--- src/csq_pkg.sv ---
`default_nettype none
package csq_pkg;

  localparam int CAPACITY   = 64;
  localparam int DATA_WIDTH = 32;
  localparam int CNT_W      = $clog2(CAPACITY + 1);

  // Request codes
  localparam logic [2:0] REQ_START   = 3'd0;
  localparam logic [2:0] REQ_ADVANCE = 3'd1;
  localparam logic [2:0] REQ_INSERT  = 3'd2;
  localparam logic [2:0] REQ_ATTACH  = 3'd3;
  localparam logic [2:0] REQ_REMOVE  = 3'd4;

  // Status codes
  localparam logic [1:0] ST_DONE   = 2'd0;
  localparam logic [1:0] ST_FULL   = 2'd1;
  localparam logic [1:0] ST_NOITEM = 2'd2;

  typedef logic [DATA_WIDTH-1:0] data_t;
  typedef logic [CNT_W-1:0]      cnt_t;

  typedef struct packed {
    logic [2:0]  req_type;
    logic [31:0] entry_value;
  } in_t;

  typedef struct packed {
    logic [1:0]  status;
    logic [6:0]  item_count;
    logic        has_current;
    logic [31:0] current_value;
    logic [6:0]  cursor_position;
  } out_t;

  // What one cell does in a cycle
  typedef enum logic [1:0] {
    CELL_HOLD,
    CELL_PREV,
    CELL_NEXT
  } cell_op_t;

  // What a whole stack does in a cycle
  typedef enum logic [1:0] {
    STK_HOLD,
    STK_PUSH,
    STK_POP,
    STK_LOAD
  } stk_op_t;

  typedef struct packed {
    stk_op_t op;
    data_t   data;
  } stk_ctrl_t;

endpackage
`default_nettype wire

--- src/csq_cell.sv ---
`default_nettype none
module csq_cell
  import csq_pkg::*;
(
  input  wire      clk,
  input  cell_op_t op,
  input  data_t    prev_d,
  input  data_t    next_d,
  output data_t    q
);

  data_t q_r;
  data_t q_nxt;

  // Take from the neighbor on either side, or hold
  always_comb begin
    case (op)
      CELL_PREV: q_nxt = prev_d;
      CELL_NEXT: q_nxt = next_d;
      default:   q_nxt = q_r;
    endcase
  end

  always_ff @(posedge clk) begin
    q_r <= q_nxt;
  end

  assign q = q_r;

endmodule
`default_nettype wire

--- src/csq_stack.sv ---
`default_nettype none
module csq_stack
  import csq_pkg::*;
(
  input  wire       clk,
  input  stk_ctrl_t ctrl,
  output data_t     top0,
  output data_t     top1
);

  data_t    cell_q  [CAPACITY];
  cell_op_t cell_op [CAPACITY];

  genvar i;
  generate
    for (i = 0; i < CAPACITY; i++) begin : g_cell
      data_t prev_d;
      data_t next_d;

      // Cell zero is the top: it sees the pushed word on its upper side
      if (i == 0) begin : g_top
        assign prev_d = ctrl.data;
      end else begin : g_mid
        assign prev_d = cell_q[i-1];
      end

      if (i == CAPACITY - 1) begin : g_last
        assign next_d = cell_q[i];
      end else begin : g_inner
        assign next_d = cell_q[i+1];
      end

      // Push shifts the chain down, pop shifts it up, load touches the top only
      always_comb begin
        case (ctrl.op)
          STK_PUSH: cell_op[i] = CELL_PREV;
          STK_POP:  cell_op[i] = CELL_NEXT;
          STK_LOAD: cell_op[i] = (i == 0) ? CELL_PREV : CELL_HOLD;
          default:  cell_op[i] = CELL_HOLD;
        endcase
      end

      csq_cell u_cell (
        .clk    (clk),
        .op     (cell_op[i]),
        .prev_d (prev_d),
        .next_d (next_d),
        .q      (cell_q[i])
      );
    end

    if (CAPACITY > 1) begin : g_two
      assign top1 = cell_q[1];
    end else begin : g_one
      assign top1 = cell_q[0];
    end
  endgenerate

  assign top0 = cell_q[0];

endmodule
`default_nettype wire

--- config.mk ---
export PLATFORM = sky130hd
export DESIGN_NAME = csq_stack
export DESIGN_NICKNAME = d
export VERILOG_FILES = /design/src/csq_pkg.sv /design/src/csq_cell.sv /design/src/csq_stack.sv
export SDC_FILE = /design/constraint.sdc
export NUM_CORES = 2
export LEC_CHECK = 0
export BUFFER_PORTS_ARGS = -buffer_cell sky130_fd_sc_hd__buf_2
export CORE_ASPECT_RATIO = 1.75
export CORE_MARGIN = 10
export CORE_UTILIZATION = 35
export CTS_BUF_LIST = sky130_fd_sc_hd__clkbuf_2
export DETAILED_ROUTE_END_ITERATION = 8
export PLACE_DENSITY_LB_ADDON = 0.08
export SETUP_SLACK_MARGIN = 0.4
export SYNTH_ARGS = -nofsm -noshare
export SYNTH_HDL_FRONTEND = slang
export SYNTH_SLANG_ARGS = --single-unit
--- constraint.sdc ---
create_clock -name clk -period 71.1 [get_ports clk]
set_input_delay 10.665 -clock clk [delete_from_list [all_inputs] [get_ports clk]]
set_output_delay 10.665 -clock clk [all_outputs]
set_load 0.05 [all_outputs]
# Word level (Yosys, flattened, before mapping)
# Index checks and enable logic that the tools add are counted.
dict set report classes {
  eq_ne 7
  muxes 65
  n_reduce_logical 3
}
# cell count
set op_table {}
lappend op_table {{$pmux 32 s2} 63}
lappend op_table {{$eq 2x2->1 const B} 4}
lappend op_table {{$pmux 2 s2} 2}
lappend op_table {{$eq 2x1->1 const B} 3}
lappend op_table {{$reduce_bool 2->1} 2}
lappend op_table {{$reduce_or 2->1} 1}
dict set report word_totals {
  ff_bits 2048
  inputBits 35
  out_inout_bits 64
  word_cells 139
}

# Depth between registers and ports, before layout
dict set report logic_depth {
  depth_word 5
  depth_mapped 7
  mapped_depth_nobuf 3
}

# Modules after synthesis
# From an unflattened synthesis, not the netlist that was laid out.
dict set report unflattened {
  cells_unflattened 4547
  area_unflattened_um2 97632.4
}
# module n_inst cells_each area_per_inst_um2 seq_area_each_um2
set modules_own_cells {}
lappend modules_own_cells {csq_cell 64 71 1525.2 960.9}
lappend modules_own_cells {csq_stack 1 3 18.8 0.0}

# Worst setup path before layout
# No wires, ideal clock.
dict set report synth_path {
  path_kind {input -> register}
  startpoint {input port ctrl[32] in the netlist's numbering}
  endpoint {register g_cell[10].u_cell.q_r[0] (enable)}
  setup_time_ps 2401
  t_arrival_ps 50866
  setup_slack_ps 17833
  cell_stages 2
  path_buffers 0
  cell_sequence {inv_1 > ha_1}
}
dict set report synth_between {
  elab_chain_cells 4
  elab_cells_between_ends 6
}
# item line_no
set synth_rtl {}
lappend synth_rtl {{start: declaration} csq_stack.sv:6} ;# input stk_ctrl_t ctrl,
lappend synth_rtl {{$eq 2x2->1 or $eq 2x1->1 (tied branches)} csq_stack.sv:35} ;# case (ctrl.op)
lappend synth_rtl {{$pmux 2 s2 *} csq_stack.sv:35}
lappend synth_rtl {{$eq 2x1->1 or $eq 2x2->1 (tied branches)} csq_cell.sv:17} ;# case (op)
lappend synth_rtl {{$reduce_bool 2->1 (no source line) *} -}
lappend synth_rtl {{end signal: assignment} csq_cell.sv:25} ;# q_r <= q_nxt;
lappend synth_rtl {{end: declaration} csq_cell.sv:12} ;# data_t q_r;
# Mark *: on every way between the ends. The rest lies on a longest branch, timed or not.
# A chain may end at the register's enable or synchronous reset.

# Final worst setup path
dict set report layout_path {
  startpoint {input port ctrl[32] in the netlist's numbering}
  endpoint {register g_cell[49].u_cell.q_r[12] (data pin)}
}
dict set report layout_between {
  elab_chain_cells 4
  elab_cells_between_ends 6
}
# item line_no
set layout_rtl {}
lappend layout_rtl {{$eq 2x2->1 or $eq 2x1->1 (tied branches)} csq_stack.sv:35}
lappend layout_rtl {{$pmux 2 s2 *} csq_stack.sv:35}
lappend layout_rtl {{$eq 2x2->1 or $eq 2x1->1 (tied branches)} csq_cell.sv:17}
lappend layout_rtl {{$pmux 32 s2 *} csq_cell.sv:17}
lappend layout_rtl {{named net g_cell[49].u_cell.q_nxt[12]} csq_cell.sv:13} ;# data_t q_nxt;
lappend layout_rtl {{end signal: assignment} csq_cell.sv:25}
lappend layout_rtl {{end: declaration} csq_cell.sv:12}
# The timed path passes the listed nets; every way through them passes the cells marked *.

==> impl_metrics.json <==
{
  "pin_count_of_the_biggest_net_entering_global_routing": 187,
  "synth-adder-area-share": 0.000581,
  "synth_largest_area_cell": "sky130_fd_sc_hd__edfxtp_1",
  "grt_use_total": 0.100,
  "netlist-cell-type-count": 7,
  "synth-edff-count": 2048,
  "achievable-frequency_mhz": 63.0,
  "synth.yosys.seq_area_share": 0.714,
  "route.detailed.vias_per_inst": 4.64,
  "area_growth_syn_to_layout_pct": 8.48,
  "simple_gate_share_of_the_synthesized_area": 0,
  "postSynthRegisterBits": 2048,
  "synth_flop_cell": "sky130_fd_sc_hd__edfxtp_1",
  "antenna_found_initial": 9,
  "seqCellArea_um2": 61500,
  "grt_pass1_vias": 42900,
  "cp_data_arrival_time_ns": 17.15,
  "cts-buffers-inserted": 482,
  "crit_path_end_kind": "flip-flop",
  "proportion_of_netlist_area_held_by_the_largest_area_contributor": 0.714,
  "drtPass1Iterations": 5,
  "synth.area.top_cells": "sky130_fd_sc_hd__edfxtp_1, sky130_fd_sc_hd__mux2_2, sky130_fd_sc_hd__buf_6",
  "cts.reportedPaths.clkPinSlew_ns": 0.12,
  "share_of_synthesized_flip_flops_with_an_asynchronous_set_or_reset": 0,
  "final-max-slew-violation-count": 0,
  "layout_worst_path_cycle_share": 0.223,
  "fin_skew_ns": 0.110,
  "holdCritPathClass": "reg -> reg",
  "synth_area_um2": 86100,
  "initialDrtViolationCount": 2148,
  "grt_first_pass_wirelength_mm": 227,
  "critical_path.most_common_cell": "sky130_fd_sc_hd__buf_4",
  "netlist_instances": 4295,
  "design.portCount": 99,
  "run_status": "finished, final reports clean",
  "cell_with_the_most_instances_after_synthesis": "sky130_fd_sc_hd__edfxtp_1",
  "largest_reg_flops": 2048,
  "hold_violations": 0,
  "port-buffer-count": 98,
  "placement_rows": 240,
  "yosysWarnings": 0,
  "clkLatencyLatePin_ns": 1.64,
  "post-dp-hpwl_mm": 74.4,
  "tritoncts": "yes",
  "synth_nets": 4334,
  "final_antenna_net_count": 0,
  "timing.critical_path.slowest_cell_delay_ns": 0.94,
  "critical-path-slowest-cell": "sky130_fd_sc_hd__buf_4",
  "core_region_area_um2": 244000,
  "p_total_mw": 2.64,
  "p_leak_nw": 31.4,
  "clock-sinks": 2048,
  "synth-compound-area-share": 0,
  "routed_wire_length_per_instance_um": 16.7,
  "utilization": 0.382,
  "globalRoute.totalOverflow": 0,
  "gp_routability_congestion": 0.653,
  "pwr_density_cell_nw_per_um2": 28.3,
  "fillers": 22800,
  "routed_wl_mm": 138,
  "nNetsFinal": 4740,
  "synth_top_family_by_area": "multiplexers",
  "post_cts_hold_buffer_count": 0,
  "die_height_um": 676,
  "vias": 38500,
  "die-area_um2": 267000,
  "drcViolationCount": 0,
  "finalSetupViolations": 0,
  "worst_relative_slew_slack": 0.182,
  "drv.max_cap_violation_count": 0,
  "final.min_clock_period_ns": 15.86,
  "crit_fanout": 176,
  "timing.critical_path.cells": "buf_2, inv_1, ha_4, buf_12, buf_4, buf_4, buf_4, buf_4, buf_4, mux2_2",
  "count_of_instances_resized_after_the_clock_tree_is_built": 0,
  "criticalPathCategory": "in -> reg",
  "start_kind": "input port",
  "tightest_slew_ns": 1.23,
  "number_of_buffers_inserted_by_post_cts_setup_repair": 0,
  "cts_root_buffer": "sky130_fd_sc_hd__clkbuf_2",
  "setup-tns-final_ns": 0,
  "synth_xor_xnor_area_share": 0,
  "initial_utilization": 0.352,
  "critPathRequiredTime_ns": 72.39,
  "vdd.ir_drop.worst_v": 0.0000152,
  "yosys-top-cells-count": "sky130_fd_sc_hd__edfxtp_1, sky130_fd_sc_hd__mux2_2, sky130_fd_sc_hd__buf_6, sky130_fd_sc_hd__buf_2, sky130_fd_sc_hd__ha_1",
  "rsz_0062_raised_after_global_routing": "false",
  "die_span_in_x_um": 395,
  "multi_input_area_um2": 22800,
  "syn_area_per_cell_um2": 20.0,
  "cts.htree.levels": 5,
  "cts_buffer_depth": 4,
  "drive_above_1_share": 0.571,
  "synthMuxAreaShare": 0.264
}
worst max-delay path, delay by kind of cell:
| family | cells | cell delay, ns |
|---|---|---|
| muxes | 1 | 0.41 |
| adders and majority gates | 1 | 0.50 |
| buffers and inverters | 8 | 5.13 |
per-layer routing:
layer / part of all wire / global-route usage / up-vias
li1: - / - / 18200
met1: 0.44 / 0.125 / 19300
met2: 0.48 / 0.164 / 681
met3: 0.049 / 0.0264 / 330
met4: 0.030 / 0.0413 / 2
met5: 0.000094 / 0 / -
cell type report:
cell class,instances,share of cell area
Sequential cell,2048,0.658
Clock inverter,125,0.00674
Antenna cell,9,0.000241
Multi-Input combinational cell,2020,0.244
Timing Repair Buffer,146,0.0100
Clock buffer,684,0.0366
Tap cell,3267,0.0438
Inverter,3,0.000121
metrics by stage:
stage	area (um^2)	hold WS (ns)	instances	setup WS, ns
global placement	89300	0.425	7484	53.65
CTS	93400	0.396	8293	55.40
finish	93400	0.410	8302	55.24
floorplan	86100	0.420	4295	17.83
global route	93400	0.369	8301	54.93
detailed placement	89300	0.430	7484	53.50
path summary, 6_finish.rpt:
check,end,slack (ns),depth (start not counted),startpoint
hold reg to reg,g_cell[63].u_cell.q[0]$_DFFE_PN_,0.41,0,g_cell[62].u_cell.q[0]$_DFFE_PP_
setup reg to reg,g_cell[1].u_cell.q[27]$_DFFE_PP_,69.82,1,g_cell[0].u_cell.q[27]$_DFFE_PP_
setup / recovery,g_cell[49].u_cell.q[12]$_DFFE_PP_,55.24,10,ctrl[32]
hold / removal,g_cell[63].u_cell.q[0]$_DFFE_PN_,0.41,0,g_cell[62].u_cell.q[0]$_DFFE_PP_
where the power goes:
| part | internal, mW | switching (mW) |
|---|---|---|
| sequential | 1.55 | 0.0818 |
| clock | 0.276 | 0.464 |
| combinational | 0.146 | 0.123 |
cell families (layout without fill, tap and decap cells):
logic type	Yosys count	after routing
flip-flops	2048	2048
multiplexers	2016	2016
buffers and inverters	227	958
adder cells (fa/ha/maj)	4	4
other	0	9
cells in the final DEF (no fill, tap or decap):
master                         n
sky130_fd_sc_hd__clkbuf_2    684
sky130_fd_sc_hd__clkinv_1    107
sky130_fd_sc_hd__diode_2       9
sky130_fd_sc_hd__buf_2        98
sky130_fd_sc_hd__ha_4          4
sky130_fd_sc_hd__clkinv_2      2
sky130_fd_sc_hd__bufinv_16     6
sky130_fd_sc_hd__edfxtp_1   2048
sky130_fd_sc_hd__mux2_2     2016
sky130_fd_sc_hd__buf_12        7
sky130_fd_sc_hd__buf_4        41
sky130_fd_sc_hd__inv_1         2
sky130_fd_sc_hd__inv_2        11
Power figures use the tool's default switching activity.
